### config.mk
export PLATFORM = sky130hd
export DESIGN_NAME = pku_digit_map
export DESIGN_NICKNAME = d
export VERILOG_FILES = /design/src/hw/rtl/pku_pkg.sv /design/src/hw/rtl/pku_digit_map.sv
export SDC_FILE = /design/constraint.sdc
export NUM_CORES = 1
export LEC_CHECK = 0
export ABC_AREA = 1
export BUFFER_PORTS_ARGS = -buffer_cell sky130_fd_sc_hd__buf_2
export CORE_MARGIN = 2
export CORE_UTILIZATION = 49
export DETAILED_ROUTE_END_ITERATION = 6
export GPL_TIMING_DRIVEN = 0
export PLACE_DENSITY = 0.9
export RECOVER_POWER = 25
export REMOVE_ABC_BUFFERS = 1
export SLEW_MARGIN = 30
export SYNTH_ARGS = -nofsm -noshare
export SYNTH_HDL_FRONTEND = slang
export SYNTH_SLANG_ARGS = --single-unit
### constraint.sdc
create_clock -name clk -period 2.2 [get_ports clk]
set_clock_uncertainty 0.2 [all_clocks]
set_input_delay 0.44 -clock clk [delete_from_list [all_inputs] [get_ports clk]]
set_output_delay 0.44 -clock clk [all_outputs]
set_load 0.005 [all_outputs]
### src/hw/rtl/pku_pkg.sv
// pku_pkg: shared types and constants of the pin keypad unscramble block
// no dependencies; used by pku_cfg_if and every module of the block
package pku_pkg;

	localparam int unsigned TAB_SIZE  = 10;
	localparam int unsigned PIN_LEN   = 4;
	localparam int unsigned NUM_STEPS = 9;

	localparam logic [7:0] ASCII_ZERO = 8'd48;
	localparam logic [7:0] ASCII_NINE = 8'd57;

	localparam logic [31:0] LCG_MULTIPLIER_RST = 32'h0000_3498;
	localparam logic [31:0] LCG_INCREMENT_RST  = 32'h0088_1234;

	typedef logic [TAB_SIZE-1:0][3:0] tab_t;
	typedef logic [PIN_LEN-1:0][7:0]  digits_t;
	typedef logic [PIN_LEN-1:0][5:0]  plain_t;

	localparam tab_t TAB_IDENTITY = {4'd9, 4'd8, 4'd7, 4'd6, 4'd5, 4'd4, 4'd3, 4'd2, 4'd1, 4'd0};

	typedef enum logic [0:0] {
		CFG_LCG_MULTIPLIER = 1'b0,
		CFG_LCG_INCREMENT  = 1'b1
	} cfg_idx_e;

	typedef struct packed {
		logic [31:0] seed;
		digits_t     digits;
		tab_t        tab;
	} item_t;

endpackage

### src/hw/rtl/pku_digit_map.sv
// pku_digit_map: maps the received characters through the shuffled table into the output register
// depends on pku_pkg
module pku_digit_map (
	input  logic             clk,
	input  logic             arst_n,
	input  logic             in_valid,
	output logic             in_ready,
	input  pku_pkg::item_t   in_item,
	output logic             out_valid,
	input  logic             out_ready,
	output pku_pkg::plain_t  plain,
	output logic             bad_digit
);

	logic            valid_q;
	pku_pkg::plain_t plain_q;
	logic            bad_q;
	pku_pkg::plain_t plain_d;
	logic            bad_d;
	logic [7:0]      ch;
	logic [7:0]      offs;

	assign in_ready  = !valid_q || out_ready;
	assign out_valid = valid_q;
	assign plain     = plain_q;
	assign bad_digit = bad_q;

	always_comb begin
		bad_d   = 1'b0;
		plain_d = '0;
		ch      = '0;
		offs    = '0;
		for (int k = 0; k < pku_pkg::PIN_LEN; k++) begin
			ch   = in_item.digits[k];
			offs = ch - pku_pkg::ASCII_ZERO;
			if (ch >= pku_pkg::ASCII_ZERO && ch <= pku_pkg::ASCII_NINE) begin
				plain_d[k] = 6'(pku_pkg::ASCII_ZERO) + 6'(in_item.tab[offs[3:0]]);
			end else begin
				plain_d[k] = 6'(pku_pkg::ASCII_ZERO);
				bad_d      = 1'b1;
			end
		end
	end

	always_ff @(posedge clk or negedge arst_n) begin
		if (!arst_n) begin
			valid_q <= 1'b0;
		end else if (in_ready) begin
			valid_q <= in_valid;
		end
	end

	always_ff @(posedge clk) begin
		if (in_ready) begin
			plain_q <= plain_d;
			bad_q   <= bad_d;
		end
	end

endmodule

==> impl_metrics.env <==
export IMPL_die_area_um2=5460
export IMPL_avgSynthCellArea_um2=5.80
export IMPL_relSlewSlack_pct=50.2
export IMPL_critPathArrivalTime_ns=1.43
export IMPL_synthCells=413
export IMPL_core_rowCount=25
export IMPL_post_dp_hpwl_um=6290
export IMPL_fmax_mhz=484
export IMPL_cp_max_fo=19
export IMPL_syn_area_um2=2390
export IMPL_rsz0062_at_grt="false"
export IMPL_post_cts_buffers=0
export IMPL_finalHoldViolCount=0
export IMPL_root_buffer="clkbuf_8"
export IMPL_gp_congestion=0.996
export IMPL_cts_tree="yes"
export IMPL_status="complete, no violations"
export IMPL_wl_per_cell_um=14.2
export IMPL_finalWirelength_um=7960
export IMPL_numClockSinks=18
export IMPL_final_common_cell="nand2_1"
export IMPL_ant_nets=0
export IMPL_drive_gt1_share_pct=21.3
export IMPL_p_sw_share_pct=35.8
export IMPL_crit_buf_inv=1
export IMPL_crit_family="simple AND/OR/NAND/NOR gates"
export IMPL_tns_ns=0
export IMPL_grt_pass1_vias=2672
export IMPL_power_uw=1050
export IMPL_regArea_um2=536
export IMPL_slowest_stage="nand2_1"
export IMPL_via_count=3040
export IMPL_ys_warnings_count=0
export IMPL_period_share_pct=93.9
export IMPL_drt_vias_per_instance=5.42
export IMPL_pwr_share_comb_pct=40.1
export IMPL_start_util_pct=50.7
export IMPL_end_kind="primary output"
export IMPL_crit_path_max_incr_delay_ns=0.56
export IMPL_path_clk_slew_ns=0.06
export IMPL_cts_path_max_buffers=2
export IMPL_chipHeight_um=73.9
export IMPL_p_seq_share_pct=38.0
export IMPL_switchingPower_uw=376
export IMPL_cts_htree_levels=1
export IMPL_p_per_area_nw_per_um2=375
export IMPL_drc=0
export IMPL_core_area_um2=4720
export IMPL_multiInputGateArea_um2=1490
export IMPL_layout_common_cells="170 x nand2_1, 89 x buf_2, 84 x nand3_1"
export IMPL_grt_max_degree=22
export IMPL_ios=135
export IMPL_cts_resized=0
export IMPL_cp_data_required_time_ns=1.56
export IMPL_setup_viol=0
export IMPL_p_leak_uw=0.00148
export IMPL_path_cells="nand2_1, buf_2"
export IMPL_antenna_found_initial=0
export IMPL_drtIter0Drc=441
export IMPL_cap_violations=0
export IMPL_clock_latency_ns=0.25
export IMPL_overflow=0
export IMPL_hp_class="input pin to register"
export IMPL_yosys_register_bits=18
export IMPL_drtPass1Iterations=5
export IMPL_cts_buffers=3
export IMPL_die_x_um=73.9
export IMPL_grt_use_total_pct=29.3
export IMPL_hold_buffers=1
export IMPL_antenna_cells=0
export IMPL_grt_pass1_wl_um=12400
export IMPL_slew_viol_final=0
export IMPL_tightest_slew_ns=0.746
export IMPL_synth_cell_types=20
export IMPL_clkPwrFrac_pct=21.9
export IMPL_min_period_ns=2.07
export IMPL_intPower_uw=674
export IMPL_final_nets=603
export IMPL_start_kind="register"
export IMPL_io_buffers=94
export IMPL_critPathKind="register to primary output"
export IMPL_ir_drop_mv=0.379
export IMPL_area_growth_pct=17.0
export IMPL_n_fill_cell=490
export IMPL_synth_seq_area_share_pct=22.4
==> cells in the mapped netlist, drive strengths merged <==
master    n  area share (%)
nor2     19             4.1
buf      25             9.3
dfrtp     1             1.0
a22oi    12             3.8
nor3      1            0.21
o21ai    10             2.1
edfxtp   17              21
a22o      4             1.5
conb      1            0.16
nand3    84              18
a21oi    25             5.2
clkinv    1            0.37
inv      43             6.7
nand2   170              27
==> logic make-up (layout without fill, tap and decap cells) <==
group	count (synthesis)	count (layout)	synth area share, %
AND/OR/NAND/NOR	274	274	48.6
AO/OA/AOI/OAI	51	51	12.5
buffers and inverters	69	143	16.4
flip-flops	18	18	22.4
other	1	8	0.157
==> layer usage <==
| layer | global-route usage (%) | vias to the layer above | wire [µm] |
|---|---|---|---|
| li1 | - | 1501 | - |
| met1 | 40.8 | 1297 | 3250 |
| met2 | 47.7 | 216 | 3640 |
| met3 | 3.43 | 26 | 885 |
| met4 | 8.28 | 0 | 183 |
| met5 | 0 | - | 0 |
==> final timing paths <==
path	to	cells after the start	start	slack (ns)
setup / recovery	in_ready	2	out_valid$_DFFE_PN0P_	0.13
hold / removal	out_valid$_DFFE_PN0P_	3	in_valid	0.21
setup reg to reg	plain[20]$_SDFFCE_PN0P_	1	out_valid$_DFFE_PN0P_	0.70
hold reg to reg	out_valid$_DFFE_PN0P_	2	out_valid$_DFFE_PN0P_	0.79
max in group asynchronous	out_valid$_DFFE_PN0P_	2	arst_n	1.38
min in group asynchronous	out_valid$_DFFE_PN0P_	2	arst_n	0.34
==> worst min-delay path, cell delays in order <==
cell and delay, ns:
buf_2 0.09, inv_1 0.05, nand2_1 0.05
==> sequential cells by signal, indices dropped and copies added (netlist names) <==
signal,flops
plain,16
bad_digit,1
out_valid,1
==> power groups by stage <==
| stage | logic [µW] | clock network (µW) | registers, µW |
|---|---|---|---|
| 6_report | 421 | 230 | 399 |
| 3_5_place_dp | 410 | 0 | 406 |
| 4_1_cts | 413 | 232 | 399 |
| 3_3_place_gp | 402 | 0 | 405 |
| 5_1_grt | 472 | 246 | 401 |
| 2_1_floorplan | 213 | 0 | 409 |
==> area by class of cell <==
| cell class | instances | share of cell area (%) |
|---|---|---|
| multi-input cells | 333 | 53.3 |
| flip-flops and latches | 18 | 19.1 |
| repair buffers | 95 | 16.9 |
| inverters | 44 | 6.07 |
| well taps | 67 | 2.99 |
| clock buffers | 4 | 1.61 |
==> per-stage QoR <==
step                setup WS, ns  util (%)  std cells  instance area [µm²]  hold WS [ns]
floorplan                  0.674         -        395                 2200       -0.0556
global placement           0.188      58.3        556                 2750        0.0148
detailed placement         0.157      58.3        556                 2750        0.0149
CTS                        0.132      59.4        561                 2810         0.205
global route              0.0409      59.3        561                 2800         0.218
finish                     0.134      59.3        561                 2800         0.212
Power figures use the tool's default switching activity.
