$ cat src/hw/rtl/pku_pkg.sv
// pku_pkg: shared types and constants of the pin keypad unscramble block
// no dependencies; used by pku_cfg_if and every module of the block
package pku_pkg;

	localparam int unsigned TAB_SIZE  = 10;
	localparam int unsigned PIN_LEN   = 4;
	localparam int unsigned NUM_STEPS = 9;

	localparam logic [7:0] ASCII_ZERO = 8'd48;
	localparam logic [7:0] ASCII_NINE = 8'd57;

	localparam logic [31:0] LCG_MULTIPLIER_RST = 32'h0000_3498;
	localparam logic [31:0] LCG_INCREMENT_RST  = 32'h0088_1234;

	typedef logic [TAB_SIZE-1:0][3:0] tab_t;
	typedef logic [PIN_LEN-1:0][7:0]  digits_t;
	typedef logic [PIN_LEN-1:0][5:0]  plain_t;

	localparam tab_t TAB_IDENTITY = {4'd9, 4'd8, 4'd7, 4'd6, 4'd5, 4'd4, 4'd3, 4'd2, 4'd1, 4'd0};

	typedef enum logic [0:0] {
		CFG_LCG_MULTIPLIER = 1'b0,
		CFG_LCG_INCREMENT  = 1'b1
	} cfg_idx_e;

	typedef struct packed {
		logic [31:0] seed;
		digits_t     digits;
		tab_t        tab;
	} item_t;

endpackage

$ cat src/hw/rtl/pku_cfg_if.sv
// pku_cfg_if: configuration write channel, register index and write data
// depends on pku_pkg for the register index type
interface pku_cfg_if;
	logic              valid;
	logic              ready;
	pku_pkg::cfg_idx_e index;
	logic [31:0]       data;

	modport source (output valid, output index, output data, input ready);
	modport sink (input valid, input index, input data, output ready);
endinterface

$ cat src/hw/rtl/pku_cfg_regs.sv
// pku_cfg_regs: generator multiplier and increment registers
// depends on pku_pkg and pku_cfg_if
module pku_cfg_regs (
	input  logic        clk,
	input  logic        arst_n,
	pku_cfg_if.sink     cfg,
	output logic [31:0] lcg_multiplier,
	output logic [31:0] lcg_increment
);

	logic [31:0] mul_q;
	logic [31:0] inc_q;

	assign cfg.ready      = 1'b1;
	assign lcg_multiplier = mul_q;
	assign lcg_increment  = inc_q;

	always_ff @(posedge clk or negedge arst_n) begin
		if (!arst_n) begin
			mul_q <= pku_pkg::LCG_MULTIPLIER_RST;
			inc_q <= pku_pkg::LCG_INCREMENT_RST;
		end else if (cfg.valid) begin
			unique case (cfg.index)
				pku_pkg::CFG_LCG_MULTIPLIER: mul_q <= cfg.data;
				pku_pkg::CFG_LCG_INCREMENT:  inc_q <= cfg.data;
				default: ;
			endcase
		end
	end

endmodule

$ cat src/flat_wrapper.sv
// flat-port wrapper written by rule: the top's interface ports become plain ports
module pku_cfg_regs_flat 
  (clk, arst_n, lcg_multiplier, lcg_increment, cfg_valid, cfg_index, cfg_data, cfg_ready);
  pku_cfg_if cfg_i ();
  input  logic clk;
  input  logic arst_n;
  output logic [31:0] lcg_multiplier;
  output logic [31:0] lcg_increment;
  input wire logic [$bits(cfg_i.valid)-1:0] cfg_valid;
  input wire logic [$bits(cfg_i.index)-1:0] cfg_index;
  input wire logic [$bits(cfg_i.data)-1:0] cfg_data;
  output wire logic [$bits(cfg_i.ready)-1:0] cfg_ready;
  assign cfg_i.valid = cfg_valid;
  assign cfg_i.index = cfg_index;
  assign cfg_i.data = cfg_data;
  assign cfg_ready = cfg_i.ready;
  pku_cfg_regs u_core (.clk(clk), .arst_n(arst_n), .cfg(cfg_i), .lcg_multiplier(lcg_multiplier), .lcg_increment(lcg_increment));
endmodule
$ cat config.mk
export PLATFORM = sky130hd
export DESIGN_NAME = pku_cfg_regs_flat
export DESIGN_NICKNAME = d
export VERILOG_FILES = /design/src/hw/rtl/pku_pkg.sv /design/src/hw/rtl/pku_cfg_if.sv /design/src/hw/rtl/pku_cfg_regs.sv /design/src/flat_wrapper.sv
export SDC_FILE = /design/constraint.sdc
export NUM_CORES = 1
export LEC_CHECK = 0
export ABC_AREA = 1
export ABC_CLOCK_PERIOD_IN_PS = 1250
export BUFFER_PORTS_ARGS = -buffer_cell sky130_fd_sc_hd__clkbuf_2
export CORE_MARGIN = 1.5
export CORE_UTILIZATION = 54
export CTS_BUF_LIST = sky130_fd_sc_hd__clkbuf_4
export DETAILED_ROUTE_END_ITERATION = 8
export PLACE_DENSITY = 0.88
export SLEW_MARGIN = 25
export SYNTH_ARGS = -nofsm -noshare
export SYNTH_HDL_FRONTEND = slang
export SYNTH_SLANG_ARGS = --single-unit
$ cat constraint.sdc
create_clock -name clk -period 1.25 [get_ports clk]
set_input_delay 0.0625 -clock clk [delete_from_list [all_inputs] [get_ports clk]]
set_output_delay 0.0625 -clock clk [all_outputs]
set_load 0.1 [all_outputs]
==> flow_metrics.env <==
export IMPL_status="finished, final reports clean"
export IMPL_num_vias=2486
export IMPL_fp_coreArea_mm2=0.00447
export IMPL_antenna_cells=0
export IMPL_power_leakage_uw=0.00209
export IMPL_synth_edff_count=0
export IMPL_hp_start="cfg_valid"
export IMPL_port_buffers=99
export IMPL_timing_critical_path_buf_inv=1
export IMPL_met2_usage_pct=49.7
export IMPL_h_tree_depth=3
export IMPL_route_detailed_drc=0
export IMPL_min_period_ps=1210
export IMPL_r2r_slack_ps=490
export IMPL_avgRoutedWirePerCell_um=15.0
export IMPL_critPathKind="flop to primary output"
export IMPL_cts_root_buf="clkbuf_4"
export IMPL_hp_class="primary input to flop"
export IMPL_r2r_cells=2
export IMPL_dp_cells=418
export IMPL_grt_use_met3_pct=4.31
export IMPL_clk_latency_ps=380
export IMPL_synth_top_area_share_pct=49.5
export IMPL_yosys_cell_types_count=9
export IMPL_synth_area_leaders="dfrtp_1, nand2_1, dfstp_2"
export IMPL_io_pins=101
export IMPL_dieArea_mm2=0.00519
export IMPL_synth_fp_nets=317
export IMPL_path_delay_family="flip-flops"
export IMPL_ys_seq_area_share_pct=62.8
export IMPL_r2r_end="u_core.lcg_multiplier[12]$_DFFE_PN1P_"
export IMPL_hpwl_mm=4.35
export IMPL_post_cts_buffers=0
export IMPL_antenna_found_initial=0
export IMPL_crit_slowest_cell="dfstp_2"
export IMPL_ant_nets=0
export IMPL_dr_pass1_iters=5
export IMPL_synth_most_common_cell="nand2_1"
export IMPL_wl_mm=6.98
export IMPL_endpoint_kind="primary output"
export IMPL_start_kind="flop"
export IMPL_syn_avg_cell_area_um2=9.17
export IMPL_rows=24
export IMPL_gp_congestion=0.833
export IMPL_clockBufferDepth=2
export IMPL_maxSlewViolCount=0
export IMPL_grt_ovfl_total=0
export IMPL_yosys_top_cells_count="nand2_1, nand3_1, dfrtp_1, buf_4, dfstp_2"
export IMPL_cts_sinks=64
export IMPL_syn_area_mm2=0.00258
export IMPL_grt_pass1_vias=2380
export IMPL_crit_chain="buf_12"
export IMPL_worst_path_stages=1
export IMPL_min_path_cells=4
export IMPL_synth_warnings=0
export IMPL_vias_per_cell=5.32
export IMPL_fin_util_pct=86.0
export IMPL_vdd_drop_max_uv=1200
export IMPL_drv_cap=0
export IMPL_track_usage_pct=28.7
export IMPL_rsz0062_at_grt="no"
export IMPL_worst_slack_ps=45.0
export IMPL_hold_end="u_core.lcg_multiplier[13]$_DFFE_PN1P_"
export IMPL_cts_buffers=9
export IMPL_grt_start_max_net_pins=65
export IMPL_synth_top_cell_by_area="dfrtp_1"
export IMPL_grt_pass1_wl_mm=11.3
export IMPL_ys_ff_latch=64
export IMPL_drive_gt1_share_pct=32.3
export IMPL_pre_cts_ws_ps=393
export IMPL_arrival_ps=1140
export IMPL_max_stage_delay_ps=580
export IMPL_crit_fanout=2
export IMPL_skew_ps=0
export IMPL_drt_initial_drc_count=176
export IMPL_global_route_usage_met1_pct=35.6
export IMPL_busiest_layer="met2"
export IMPL_nets=446
export IMPL_ys_async_sr_fraction_pct=100
export IMPL_tritoncts="built"
export IMPL_max_freq_mhz=830
export IMPL_required_ps=1190
export IMPL_finalNonFillerCells=467
export IMPL_clk_pin_slew_ps=100
export IMPL_start_util_pct=57.6
export IMPL_hold_slack_ps=152
export IMPL_fin_crit_sh_pct=96.4
export IMPL_synth_ff_type="dfrtp_1"
export IMPL_die_h_um=72.1
export IMPL_die_x_um=72.1
export IMPL_powerDensity_mw_per_mm2=1780
export IMPL_finalSetupViolCount=0
export IMPL_area_growth_syn_to_layout_pct=49.4
export IMPL_setup_tns_final_ps=0
export IMPL_hold_viol=0
export IMPL_r2r_start="u_core.lcg_multiplier[12]$_DFFE_PN1P_"
export IMPL_synth_cells=281
## where the power goes
part	internal (µW)	total [µW]	switching [µW]
Clock	482	1140	658
Sequential	2370	2560	192
Combinational	713	3130	2420
## layout make-up
class,instances,area (µm²)
sequential,64,1620
multi-input combinational,195,815
clock buffer,13,97.6
inverter,1,3.75
tap,52,65.1
clock inverter,3,11.3
fill,244,626
timing repair buffer,139,1240
## placed cells by master, fill, tap and decap left out
cell and instances:
clkbuf_4 19, dfrtp_1 51, nand2_2 1, clkinv_1 3, clkbuf_2 35, dlygate4sd3_1 33, nand2_1 129, nand3_1 64
conb_1 1, buf_4 49, buf_12 16, dfstp_2 13, inv_2 1
## registers in the layout (all words and copies together), names as in the netlist
| register | flops |
|---|---|
| u_core.lcg_multiplier | 32 |
| u_core.lcg_increment | 32 |
## metrics by stage
stage	power [µW]	instance area [µm²]
after floorplan	4810	2580
final	6830	3850
after global routing	7080	3850
after global placement	5580	3390
after CTS	6840	3850
after detailed placement	5620	3390
## worst max path at each step
stage                                               start                                    end
floorplan             u_core.lcg_increment[0]$_DFFE_PN0P_    u_core.lcg_increment[0]$_DFFE_PN0P_
global route        u_core.lcg_multiplier[10]$_DFFE_PN1P_                     lcg_multiplier[10]
finish              u_core.lcg_multiplier[13]$_DFFE_PN1P_                     lcg_multiplier[13]
CTS                 u_core.lcg_multiplier[13]$_DFFE_PN1P_                     lcg_multiplier[13]
global placement                                cfg_index  u_core.lcg_multiplier[27]$_DFFE_PN0P_
detailed placement                              cfg_index  u_core.lcg_multiplier[27]$_DFFE_PN0P_
## routing by layer
metal / vias to the layer above / share of wire [%]
met5: - / 0
met2: 118 / 53
li1: 1158 / -
met1: 1191 / 39
met4: 0 / 2.6
met3: 19 / 5.3
## cell families after synthesis
kind of cell	share of synthesized area [%]
simple gates	31.5
flops	62.8
buf+inv	5.58
other cells	0.146
## what timing repair did
| action | CTS | global route |
|---|---|---|
| resized for setup | 6 | 0 |
| setup endpoints to repair | 6 | 0 |
| hold buffers | 33 | 0 |
| hold endpoints to repair | 128 | 0 |
No activity file was read; power rests on OpenSTA's default activity.
