[src/hw/rtl/pku_pkg.sv]
// pku_pkg: shared types and constants of the pin keypad unscramble block
// no dependencies; used by pku_cfg_if and every module of the block
package pku_pkg;

	localparam int unsigned TAB_SIZE  = 10;
	localparam int unsigned PIN_LEN   = 4;
	localparam int unsigned NUM_STEPS = 9;

	localparam logic [7:0] ASCII_ZERO = 8'd48;
	localparam logic [7:0] ASCII_NINE = 8'd57;

	localparam logic [31:0] LCG_MULTIPLIER_RST = 32'h0000_3498;
	localparam logic [31:0] LCG_INCREMENT_RST  = 32'h0088_1234;

	typedef logic [TAB_SIZE-1:0][3:0] tab_t;
	typedef logic [PIN_LEN-1:0][7:0]  digits_t;
	typedef logic [PIN_LEN-1:0][5:0]  plain_t;

	localparam tab_t TAB_IDENTITY = {4'd9, 4'd8, 4'd7, 4'd6, 4'd5, 4'd4, 4'd3, 4'd2, 4'd1, 4'd0};

	typedef enum logic [0:0] {
		CFG_LCG_MULTIPLIER = 1'b0,
		CFG_LCG_INCREMENT  = 1'b1
	} cfg_idx_e;

	typedef struct packed {
		logic [31:0] seed;
		digits_t     digits;
		tab_t        tab;
	} item_t;

endpackage

[src/hw/rtl/pku_shuffle_step.sv]
// pku_shuffle_step: one shuffle step in three stages: generator, residue fold, reduce and swap
// depends on pku_pkg
module pku_shuffle_step #(
	parameter int unsigned STEP = 1
) (
	input  logic            clk,
	input  logic            arst_n,
	input  logic [31:0]     lcg_multiplier,
	input  logic [31:0]     lcg_increment,
	input  logic            in_valid,
	output logic            in_ready,
	input  pku_pkg::item_t  in_item,
	output logic            out_valid,
	input  logic            out_ready,
	output pku_pkg::item_t  out_item
);

	localparam int unsigned M     = STEP + 1;
	localparam int unsigned R     = (65536 + M - 1) / M;
	localparam int unsigned NIBS  = 8;

	logic           valid_s1, valid_s2, valid_s3;
	logic           rdy1, rdy2, rdy3;
	pku_pkg::item_t item_s1, item_s2, item_s3;
	logic [10:0]    fold_s2;

	logic [NIBS-1:0][7:0] term;
	logic [10:0]          fold_sum;
	logic [26:0]          recip_prod;
	logic [10:0]          quot;
	logic [10:0]          rem;
	logic [3:0]           pos;
	pku_pkg::tab_t        tab_swp;

	assign rdy3      = !valid_s3 || out_ready;
	assign rdy2      = !valid_s2 || rdy3;
	assign rdy1      = !valid_s1 || rdy2;
	assign in_ready  = rdy1;
	assign out_valid = valid_s3;
	assign out_item  = item_s3;

	// residue of the seed: each nibble weighted by 16^j mod m
	for (genvar j = 0; j < NIBS; j++) begin : g_term
		localparam int unsigned W = (1 << (4 * j)) % M;
		assign term[j] = 8'(item_s1.seed[4*j +: 4]) * 8'(W);
	end

	always_comb begin
		fold_sum = '0;
		for (int j = 0; j < NIBS; j++) begin
			fold_sum = fold_sum + 11'(term[j]);
		end
	end

	// reduce the folded residue by reciprocal multiply, then swap
	always_comb begin
		recip_prod = 27'(fold_s2) * 27'(R);
		quot       = recip_prod[26:16];
		rem        = fold_s2 - 11'(quot * 11'(M));
		pos        = rem[3:0];
		tab_swp    = item_s2.tab;
		tab_swp[STEP] = item_s2.tab[pos];
		tab_swp[pos]  = item_s2.tab[STEP];
	end

	always_ff @(posedge clk or negedge arst_n) begin
		if (!arst_n) begin
			valid_s1 <= 1'b0;
			valid_s2 <= 1'b0;
			valid_s3 <= 1'b0;
		end else begin
			if (rdy1) valid_s1 <= in_valid;
			if (rdy2) valid_s2 <= valid_s1;
			if (rdy3) valid_s3 <= valid_s2;
		end
	end

	always_ff @(posedge clk) begin
		if (rdy1) begin
			item_s1.seed   <= lcg_increment + 32'(in_item.seed * lcg_multiplier);
			item_s1.digits <= in_item.digits;
			item_s1.tab    <= in_item.tab;
		end
		if (rdy2) begin
			item_s2 <= item_s1;
			fold_s2 <= fold_sum;
		end
		if (rdy3) begin
			item_s3.seed   <= item_s2.seed;
			item_s3.digits <= item_s2.digits;
			item_s3.tab    <= tab_swp;
		end
	end

endmodule

[config.mk]
export PLATFORM = sky130hd
export DESIGN_NAME = pku_shuffle_step
export DESIGN_NICKNAME = d
export VERILOG_FILES = /design/src/hw/rtl/pku_pkg.sv /design/src/hw/rtl/pku_shuffle_step.sv
export SDC_FILE = /design/constraint.sdc
export NUM_CORES = 1
export LEC_CHECK = 0
export BUFFER_PORTS_ARGS = -buffer_cell sky130_fd_sc_hd__buf_2
export CAP_MARGIN = 20
export CORE_MARGIN = 4
export CORE_UTILIZATION = 60
export CTS_BUF_LIST = sky130_fd_sc_hd__clkbuf_16
export CTS_CLUSTER_DIAMETER = 40
export DETAILED_ROUTE_END_ITERATION = 6
export GPL_TIMING_DRIVEN = 0
export HOLD_SLACK_MARGIN = 0.08
export PLACE_DENSITY = 0.79
export REMOVE_ABC_BUFFERS = 1
export SLEW_MARGIN = 0
export SYNTH_ARGS = -nofsm -noshare
export SYNTH_HDL_FRONTEND = slang
export SYNTH_SLANG_ARGS = --single-unit
[constraint.sdc]
create_clock -name clk -period 5.9 [get_ports clk]
set_input_delay 1.18 -clock clk [delete_from_list [all_inputs] [get_ports clk]]
set_output_delay 1.18 -clock clk [all_outputs]
set_load 0.05 [all_outputs]
==> results of run 1 <==
## registers in the layout (all words and copies together), names as in the netlist
name,cells
item_s1,104
item_s2,104
out_item,104
out_valid,1
valid_s1,1
valid_s2,1
## stage by stage
stage               setup TNS [ps]  cells  hold WS, ps
global route                -21950   3100          420
finish                      -19180   3101          412
detailed placement          -43230   3002          405
global placement           -267560   2989          400
floorplan                   -48850   2127          400
CTS                         -16450   3076          415
## final cells by class
type	instances	area (sq um)
well taps	585	732
diodes	1	2.50
flip-flops and latches	315	9440
inverters	498	1870
clock buffers	25	626
repair buffers	344	2770
fillers	2845	12400
multi-input cells	1314	15100
clock inverters	19	221
## worst reg2reg max path: stages, from the launching register on
cell and delay, ps:
dfrtp_1 440, nand4b_1 520, buf_8 370, buf_8 160, buf_16 160, buf_8 170
## final timing paths
check	end	slack, ps	cells after the start
setup reg to reg	item_s1[95]	3840	5
hold reg to reg	out_item[63]	410	0
setup / recovery	item_s1[99]	-1450	25
hold / removal	out_item[63]	410	0
max in group asynchronous	valid_s2	5350	1
min in group asynchronous	out_valid	440	1
## synthesized netlist by cell type (2+ instances only)
master | number | area (sq um)
a2111oi_0 | 2 | 17.5
a21o_1 | 14 | 105
a21oi_1 | 24 | 120
a21oi_2 | 4 | 35.0
and2_1 | 273 | 1710
and3_1 | 2 | 12.5
buf_2 | 2 | 10.0
clkbuf_1 | 87 | 327
dfrtp_1 | 3 | 75.1
edfxtp_1 | 312 | 9370
fa_1 | 438 | 8770
ha_1 | 124 | 1550
inv_1 | 498 | 1870
mux2_2 | 8 | 90.1
nand2_1 | 266 | 998
nand2b_1 | 7 | 43.8
nand3_1 | 4 | 20.0
nand4_1 | 3 | 18.8
nor2_1 | 13 | 48.8
nor3_1 | 2 | 10.0
nor4_1 | 2 | 12.5
o211ai_1 | 6 | 45.0
o21a_1 | 3 | 22.5
o21ai_0 | 9 | 45.0
o21bai_1 | 5 | 37.5
xnor2_1 | 67 | 587
xor2_1 | 20 | 175
## metal layers
layer,track usage,vias up
met5,0,-
met4,0.119,4
met3,0.0491,210
met2,0.482,939
met1,0.359,8558
li1,-,7238
## cell families after synthesis
| family | synth area share |
|---|---|
| compound gates | 0.0202 |
| buf+inv | 0.0839 |
| mux | 0.00343 |
| flops | 0.359 |
| xor+xnor | 0.0290 |
| fa+ha+maj | 0.392 |
| simple gates | 0.112 |
## cell usage in the layout, fill, tap and decap left out, types with 4 or more instances in the layout
cell type	Yosys	layout
a21o_1	14	14
a21oi_1	24	14
a21oi_2	4	11
and2_1	273	251
and2_4	0	22
buf_12	0	14
buf_16	0	15
buf_2	2	237
buf_4	0	46
buf_6	0	10
buf_8	0	15
bufbuf_16	0	4
clkbuf_16	0	28
clkinv_4	0	6
clkinvlp_4	0	6
edfxtp_1	312	312
fa_1	438	427
fa_2	0	11
ha_1	124	107
ha_4	0	14
inv_1	498	482
inv_2	0	15
mux2_2	8	8
nand2_1	266	265
nand2b_1	7	6
nand3_1	4	4
nor2_1	13	10
o211ai_1	6	6
o21ai_2	1	5
o21bai_1	5	5
xnor2_1	67	66
xor2_1	20	20
## repair_timing
item | 4_1_cts | 5_1_grt
setup buffers | 24 | 22
cloned | 6 | 3
endpoints found under the setup margin | 21 | 21
pin swaps | 53 | 33
resized for setup | 196 | 53
endpoints found under the hold margin | 0 | 0
==> summary.txt, run 1 <==
Family with the most delay on the worst path - adder cells
Status - finished, violations left
Routed length on met2 - 32.3 mm
Sequential area share after synthesis - 0.359
Hold Vio Cnt, Final - 0
Worst path arrival time - 7670 ps
Fraction of layout cells with a size suffix above 1 - 0.198
H-tree depth - 1
Pre-CTS setup slack - -2720 ps
Worst-path clk slew - 70 ps
Mapped Area - 26300 sq um
Vias in the first global route - 18648
CTS Root Cell - clkbuf_16
DR pass1 iterations - 5
Dominant synthesized flop cell - edfxtp_1
Required time of the worst setup path - 6220 ps
Iteration-0 DRC Markers - 1246
Final Cell Area - 30800 sq um
CP max-delay cell - fa_1
CP Class - in -> reg
Fmax - 136 MHz
Syn_area_per_cell - 11.9 sq um
Synth unique cells - 45
Post-DP Area - 28300 sq um
Final Max Tran Viols - 0
Synth Instances - 2216
CORE AREA - 43200 sq um
Total wire length - 66.6 mm
CTS Buf Count - 24
Worst path max stage delay - 550 ps
Post-synthesis sequential element count - 315
GRT Total Usage - 0.282
Hold crit path type - reg -> reg
Antenna-violating nets left - 0
First-pass GRT wire length - 102 mm
Final worst slack - -1450 ps
Critical-path maximum fanout - 7
Failing checks - negative setup slack
Crit path time final - 7350 ps
Worst r2r src - out_valid
WP buf/inv - 7
M1 wire length - 24.2 mm
Die area - 47200 sq um
Site Rows - 76
Routability cong. - 0.871
Synth warn - 0
Largest net degree at the start of global routing - 58
Post-synth EDFFs - 312
Final design utilization - 0.713
Layout area overhead - 17.1%
CTS tree - yes
Final setup vio count - 20
DR top layer - met5
Vias/cell - 5.47
Hold path start - item_s2[63]
# IOs - 278
DRC - 0
Initial Util - 0.609
PortBufs - 277
Clk_skew - 9.41 ps
Top cell by count, worst path - fa_1
Vias - 16949
Wire length per cell - 21.5 microns
Nets@finish - 3231
Initial antenna violation count - 2
Met3 WL - 6.25 mm
Relative slew slack - 0.460
CTS sink cnt - 315
RSZ-0062 raised after global routing - true
Setup crit start - in_item[85]
Fraction of registers with async set/reset - 0.00952
Clock latency on the worst-skew pair - 520 ps
CP endpoint kind - register
Die Y - 217 microns
Crit start category - input pin
Period Utilization, post-route - 1.25
Gr ovfl total - 0
Cts hold-fix bufs - 0
DP HPWL - 45.9 mm
CTS Buffer Depth - 3
Maxcap violations - 0
Slew @ Worst Pin - 808 ps
Die X - 217 microns
Power of run 1 is not shown: default switching activity piles up to over one toggle a cycle in this logic, so the estimate is an artifact.
==> run 2, diff against run 1 <==
--- a/config.mk
+++ b/config.mk
@@ -5,6 +5,7 @@
 export SDC_FILE = /design/constraint.sdc
 export NUM_CORES = 1
 export LEC_CHECK = 0
+export ABC_AREA = 1
 export BUFFER_PORTS_ARGS = -buffer_cell sky130_fd_sc_hd__buf_2
 export CAP_MARGIN = 20
 export CORE_MARGIN = 4
==> constraint.sdc (replaced) <==
create_clock -name clk -period 7.7 [get_ports clk]
set_input_delay 1.54 -clock clk [delete_from_list [all_inputs] [get_ports clk]]
set_output_delay 1.54 -clock clk [all_outputs]
set_load 0.05 [all_outputs]
==> run 2 against run 1 <==
The run now ends clean; cell count up 16%; area after synthesis increased by 4.2%; hold slack got worse by 3.0 ps; critical path depth shrank 1; design area is 1.4% lower; die area rose by 4.0%; first-iteration DRC count fell by 0.96%; synthesized cell count grew 24%; clock skew rose by 20 ps; via count rose by 9.5%; non-clock buffer count down 64.
==> summary.txt, run 2 <==
Status - finished, final reports clean
CP endpoint kind - register
Post-synthesis sequential element count - 315 (unchanged)
CORE AREA - 45300 sq um (+4.9%)
Critical-path maximum fanout - 17 (+10)
Top cell by count, worst path - fa_1
Top post-synthesis cells by area - edfxtp_1 34%, fa_1 32%, inv_1 11%
DRC - 0 (unchanged)
First-pass GRT wire length - 102 mm (about the same)
Hold Vio Cnt, Final - 0 (unchanged)
Synth Instances - 2756 (+24%)
Compound-Gate Fraction of Synth Area - 0.0154 (-0.00479)
Die Y - 222 microns (+2.0%)
Syn_area_per_cell - 9.94 sq um (-16%)
Post-cts repair resize count - 32 (-84%)
Layout area overhead - 10.8%
GRT Total Usage - 0.258 (-0.0233)
Required time of the worst setup path - 7970 ps (+1750 ps)
Initial antenna violation count - 6 (+4)
Family with the most delay on the worst path - adder cells
Vias in the first global route - 20321 (+9.0%)
Final Max Tran Viols - 0 (unchanged)
Routability cong. - 0.931 (+6.9%)
Total negative slack - 0 ps (+19180 ps)
Die X - 222 microns (+2.0%)
Worst-path clk slew - 70 ps (about the same)
Most frequent cells in the layout - 838 x inv_1, 708 x nand2_1, 438 x fa_1
Synth unique cells - 40 (-11%)
# placed instances - 3530 (+18%)
Fraction of layout cells with a size suffix above 1 - 0.121 (-0.0773)
Initial Util - 0.605 (-0.00398)
Wire length per cell - 17.5 microns (-19%)
CTS sink cnt - 315 (unchanged)
Fillcell total - 3365 (+18%)
PortBufs - 277 (unchanged)
Area leader, netlist - edfxtp_1
Most common cell after layout, fill and taps aside - inv_1
H-tree depth - 1 (unchanged)
DR pass1 iterations - 5 (unchanged)
Clock latency on the worst-skew pair - 540 ps (+20 ps)
Vias - 18554 (+9.5%)
CP Class - in -> reg
Xor/xnor share of the synthesized area - 0.0121 (-0.0168)
RSZ-0062 raised after global routing - true
Die area - 49200 sq um (+4.0%)
CP max-delay cell - fa_1
Clk_skew - 29.5 ps (+20.1 ps)
Iteration-0 DRC Markers - 1234 (-0.96%)
Hold crit path type - reg -> reg
Dominant synthesized flop cell - edfxtp_1
CTS Buf Count - 27 (+13%)
Fmax - 133 MHz
Crit path time final - 7520 ps
Hold_ws - 409 ps (-2.96 ps)
Period Utilization, post-route - 0.976
Synth warn - 0 (unchanged)
Simple-Gate Fraction of Synth Area - 0.119 (+0.00699)
Largest net degree at the start of global routing - 65 (+12%)
Maxcap violations - 0 (unchanged)
WP buf/inv - 8 (+1)
Vias/cell - 5.18 (-5.2%)
DP HPWL - 48.2 mm (+5.0%)
Worst path arrival time - 7780 ps (+110 ps)
Gr ovfl total - 0 (unchanged)
Fraction of registers with async set/reset - 0.00952 (unchanged)
Crit-path cells - clkbuf_4 > nand2_1 > inv_1 > fa_1 > fa_1 > fa_1 > inv_1 > fa_1 > inv_1 > fa_1 > inv_1 > fa_1 > inv_1 > fa_1 > inv_1 > fa_1 > inv_1 > ha_2 > nand2_1 > nor4_2 > nand4_1 > nand3_1 > a21oi_1 > xor2_1
Share of the synthesized area in the top cell type - 0.342 (-0.0144)
Synth top cells by count - 837 x inv_1, 712 x nand2_1, 438 x fa_1
CTS Root Cell - clkbuf_16
Cts hold-fix bufs - 0 (unchanged)
Largest family of logic cells by synthesized area - adder cells
Nets@finish - 3693 (+14%)
# IOs - 278 (unchanged)
Post-CTS setup buffers - 0 (-100%)
Crit start category - input pin
Total wire length - 62.6 mm (-6.0%)
Slew @ Worst Pin - 899 ps (+91.1 ps)
Site Rows - 78 (+2.6%)
Synth Area in Adders - 0.377 (-0.0158)
Final setup vio count - 0 (-100%)
Mapped Area - 27400 sq um (+4.2%)
CTS tree - yes
Sequential area share after synthesis - 0.345 (-0.0145)
CTS Buffer Depth - 3 (unchanged)
Proportion of synthesized area in mux cells - 0 (-0.00343)
Relative slew slack - 0.401 (-0.0591)
Most common cell in the synthesized netlist - inv_1
Worst path max stage delay - 560 ps (about the same)
Post-synth EDFFs - 312 (unchanged)
Antenna-violating nets left - 0 (unchanged)
Final std cells w/o fill - 3582 (+16%)
==> run 2: final timing paths <==
check | start | endpoint | slack [ps] | cells after the start
worst max-delay path | in_item[88] | item_s1[101] | 180 | 24
worst min-delay path | item_s1[85] | item_s2[85] | 410 | 0
worst max register to register | out_valid | item_s1[100] | 5040 | 4
worst min register to register | item_s1[85] | item_s2[85] | 410 | 0
max in group asynchronous | arst_n | out_valid | 6780 | 1
min in group asynchronous | arst_n | valid_s2 | 780 | 1
==> run 2: logic make-up (layout without fill, tap and decap cells) <==
kind of cell | count (synthesis) | in the layout
XOR/XNOR | 38 | 38
other | 0 | 2
AND/OR/NAND/NOR | 821 | 821
AO/OA/AOI/OAI | 73 | 73
flip-flops | 315 | 315
buffers and inverters | 947 | 1171
adder cells (fa/ha/maj) | 562 | 562
==> run 2: final cells by class <==
| cell class | instances | area [sq um] | area share |
|---|---|---|---|
| Antenna cell | 2 | 5.00 | 0.000165 |
| Clock buffer | 27 | 676 | 0.0223 |
| Clock inverter | 23 | 278 | 0.00915 |
| Inverter | 841 | 3160 | 0.104 |
| Multi-Input combinational cell | 1494 | 14400 | 0.474 |
| Sequential cell | 315 | 9440 | 0.311 |
| Tap cell | 600 | 751 | 0.0247 |
| Timing Repair Buffer | 280 | 1640 | 0.0541 |
==> run 2: per-stage QoR <==
step	utilization	cell area (sq um)	worst slack, ps
floorplan	-	26900	-486
global placement	0.642	29100	-2670
detailed placement	0.644	29200	-1040
CTS	0.667	30200	2.74
global route	0.670	30400	-16.6
finish	0.670	30400	182
==> run 2: layer usage <==
metal  share of wire  vias up  wire (microns)  track usage
li1                -     8368               -            -
met1            0.36     9187           22700        0.312
met2            0.52      804           32300        0.462
met3           0.084      187            5240       0.0506
met4           0.038        8            2350       0.0986
met5         0.00070        -              44            0
Power of run 2 is left out for the same reason.
==> run 3, diff against run 2 <==
--- a/config.mk
+++ b/config.mk
@@ -17,6 +17,7 @@
 export HOLD_SLACK_MARGIN = 0.08
 export PLACE_DENSITY = 0.79
 export REMOVE_ABC_BUFFERS = 1
+export SETUP_SLACK_MARGIN = 0.3
 export SLEW_MARGIN = 0
 export SYNTH_ARGS = -nofsm -noshare
 export SYNTH_HDL_FRONTEND = slang
==> run 3 against run 2 <==
The run now ends with design-rule violations left; clock skew fell by 1.8 ps; hold slack improved by 1.9 ps; flip-flop and latch count stayed put; global-route usage is 0.073 points higher; critical path depth down 1; register-to-register slack got worse by 20 ps; clock-buffer cell count did not move; highest routed layer unchanged.
==> summary.txt, run 3 (synthesized netlist as in run 2, its figures left out) <==
Worst path arrival time - 7650 ps (-130 ps)
CTS Buf Count - 27 (unchanged)
Fmax - 137 MHz (+2.8%)
DP HPWL - 48.2 mm (unchanged)
Crit start category - input pin
Die X - 222 microns (unchanged)
# IOs - 278 (unchanged)
Crit path time final - 7310 ps (-203 ps)
CTS sink cnt - 315 (unchanged)
Layout area overhead - 13.5%
Final setup vio count - 0 (unchanged)
Iteration-0 DRC Markers - 1391 (+13%)
Final std cells w/o fill - 3591 (+0.25%)
Die area - 49200 sq um (unchanged)
Cts hold-fix bufs - 0 (unchanged)
Nets@finish - 3703 (+0.27%)
Initial Util - 0.605 (unchanged)
Critical-path maximum fanout - 29 (+12)
Initial antenna violation count - 3 (-3)
Required time of the worst setup path - 8030 ps (+60 ps)
Relative slew slack - 0.396 (-0.00464)
GRT Total Usage - 0.259 (+0.000731)
Slew @ Worst Pin - 906 ps (+6.95 ps)
Most frequent cells in the layout - 832 x inv_1, 698 x nand2_1, 437 x fa_1
Worst-path clk slew - 70 ps (about the same)
Vias - 18887 (+1.8%)
RSZ-0062 raised after global routing - false
Failing checks - design-rule violations
Most common cell after layout, fill and taps aside - inv_1
Largest net degree at the start of global routing - 65 (unchanged)
Site Rows - 78 (unchanged)
Status - finished, violations left
Gr ovfl total - 0 (unchanged)
Period Utilization, post-route - 0.950 (-0.0263)
CORE AREA - 45300 sq um (unchanged)
CTS Root Cell - clkbuf_16
Vias in the first global route - 20354 (+0.16%)
DR pass1 iterations - 7 (+2)
Sequential cell area - 9440 sq um (unchanged)
Reg2Reg Depth - 4 (unchanged)
Hold crit path type - reg -> reg
Clk_skew - 27.7 ps (-1.81 ps)
Fraction of layout cells with a size suffix above 1 - 0.137 (+0.0156)
DRC - 2 (+2)
Maxcap violations - 0 (unchanged)
Final design utilization - 0.687 (+0.0166)
Vias/cell - 5.26 (+1.5%)
CP Class - in -> reg
Clock latency on the worst-skew pair - 540 ps (about the same)
Final Max Tran Viols - 0 (unchanged)
Multi-input gate area in the final layout - 14600 sq um (+1.5%)
Die Y - 222 microns (unchanged)
PortBufs - 277 (unchanged)
H-tree depth - 1 (unchanged)
Fillcell total - 3234 (-3.9%)
# placed instances - 3530 (unchanged)
Total wire length - 66.2 mm (+5.8%)
CP endpoint kind - register
Worst hold path stage count - 0 (unchanged)
First-pass GRT wire length - 103 mm (+0.36%)
CTS Buffer Depth - 3 (unchanged)
Routability cong. - 0.931 (unchanged)
Antenna-violating nets left - 0 (unchanged)
Wire length per cell - 18.4 microns (+5.5%)
CTS tree - yes
Hold Vio Cnt, Final - 0 (unchanged)
## run 3: cell types whose count changed in the layout (fill, tap and decap cells not counted), moves of 7 or more
| cell | change |
|---|---|
| ha_4 | +7 |
| nand2_1 | -10 |
| buf_16 | +8 |
| ha_1 | -10 |
| buf_12 | +10 |
| nand2_2 | +7 |
| clkbuf_16 | +8 |
| buf_2 | -12 |
## run 3: layout make-up
class / count / share of cell area
Multi-Input combinational cell: 1494 / 0.470
Sequential cell: 315 / 0.304
Inverter: 841 / 0.102
Timing Repair Buffer: 290 / 0.0701
Tap cell: 600 / 0.0241
Clock buffer: 27 / 0.0217
Clock inverter: 23 / 0.00893
Antenna cell: 1 / 0.0000804
## run 3: final timing paths
check	from	slack [ps]	to
setup / recovery	lcg_multiplier[5]	390	item_s1[100]
hold / removal	item_s1[85]	410	item_s2[85]
setup reg to reg	out_valid	5020	item_s1[100]
hold reg to reg	item_s1[85]	410	item_s2[85]
max in group asynchronous	arst_n	6780	out_valid
min in group asynchronous	arst_n	780	valid_s2
## run 3: what timing repair did
action | 4_1_cts | 5_1_grt
setup buffers | 1 | 1
cloned | 0 | 8
pin swaps | 4 | 35
gates resized for setup | 90 | 117
setup endpoints to repair | 14 | 11
## run 3: through the flow
step | hold slack [ps] | setup slack, ps | cell area (sq um) | TNS, ps
2_1_floorplan | 400 | -486 | 26900 | -486
3_3_place_gp | 400 | -2670 | 29100 | -183730
3_5_place_dp | 405 | -1040 | 29200 | -9280
4_1_cts | 407 | 286 | 30400 | 0
5_1_grt | 409 | 279 | 31100 | 0
6_report | 411 | 385 | 31100 | 0
## run 3: critical path: stages
cell and delay, ps:
buf_12 140, nand2_1 80, inv_1 50, fa_1 560
fa_1 450, fa_1 520, inv_1 60, fa_1 530
inv_1 50, fa_1 460, fa_1 540, fa_1 550
inv_2 50, fa_1 570, inv_2 70, ha_4 310
nand2_4 70, nor4_4 300, nand3_1 130, nand3_2 120
a21boi_2 70, o21bai_1 160, xor2_1 250
## run 3: routing by layer
metal  global-route usage  part of all wire
met1                0.313              0.35
met2                0.464              0.51
met3               0.0498             0.091
met4               0.0996             0.051
met5                    0           0.00036
Power of run 3 is left out for the same reason.
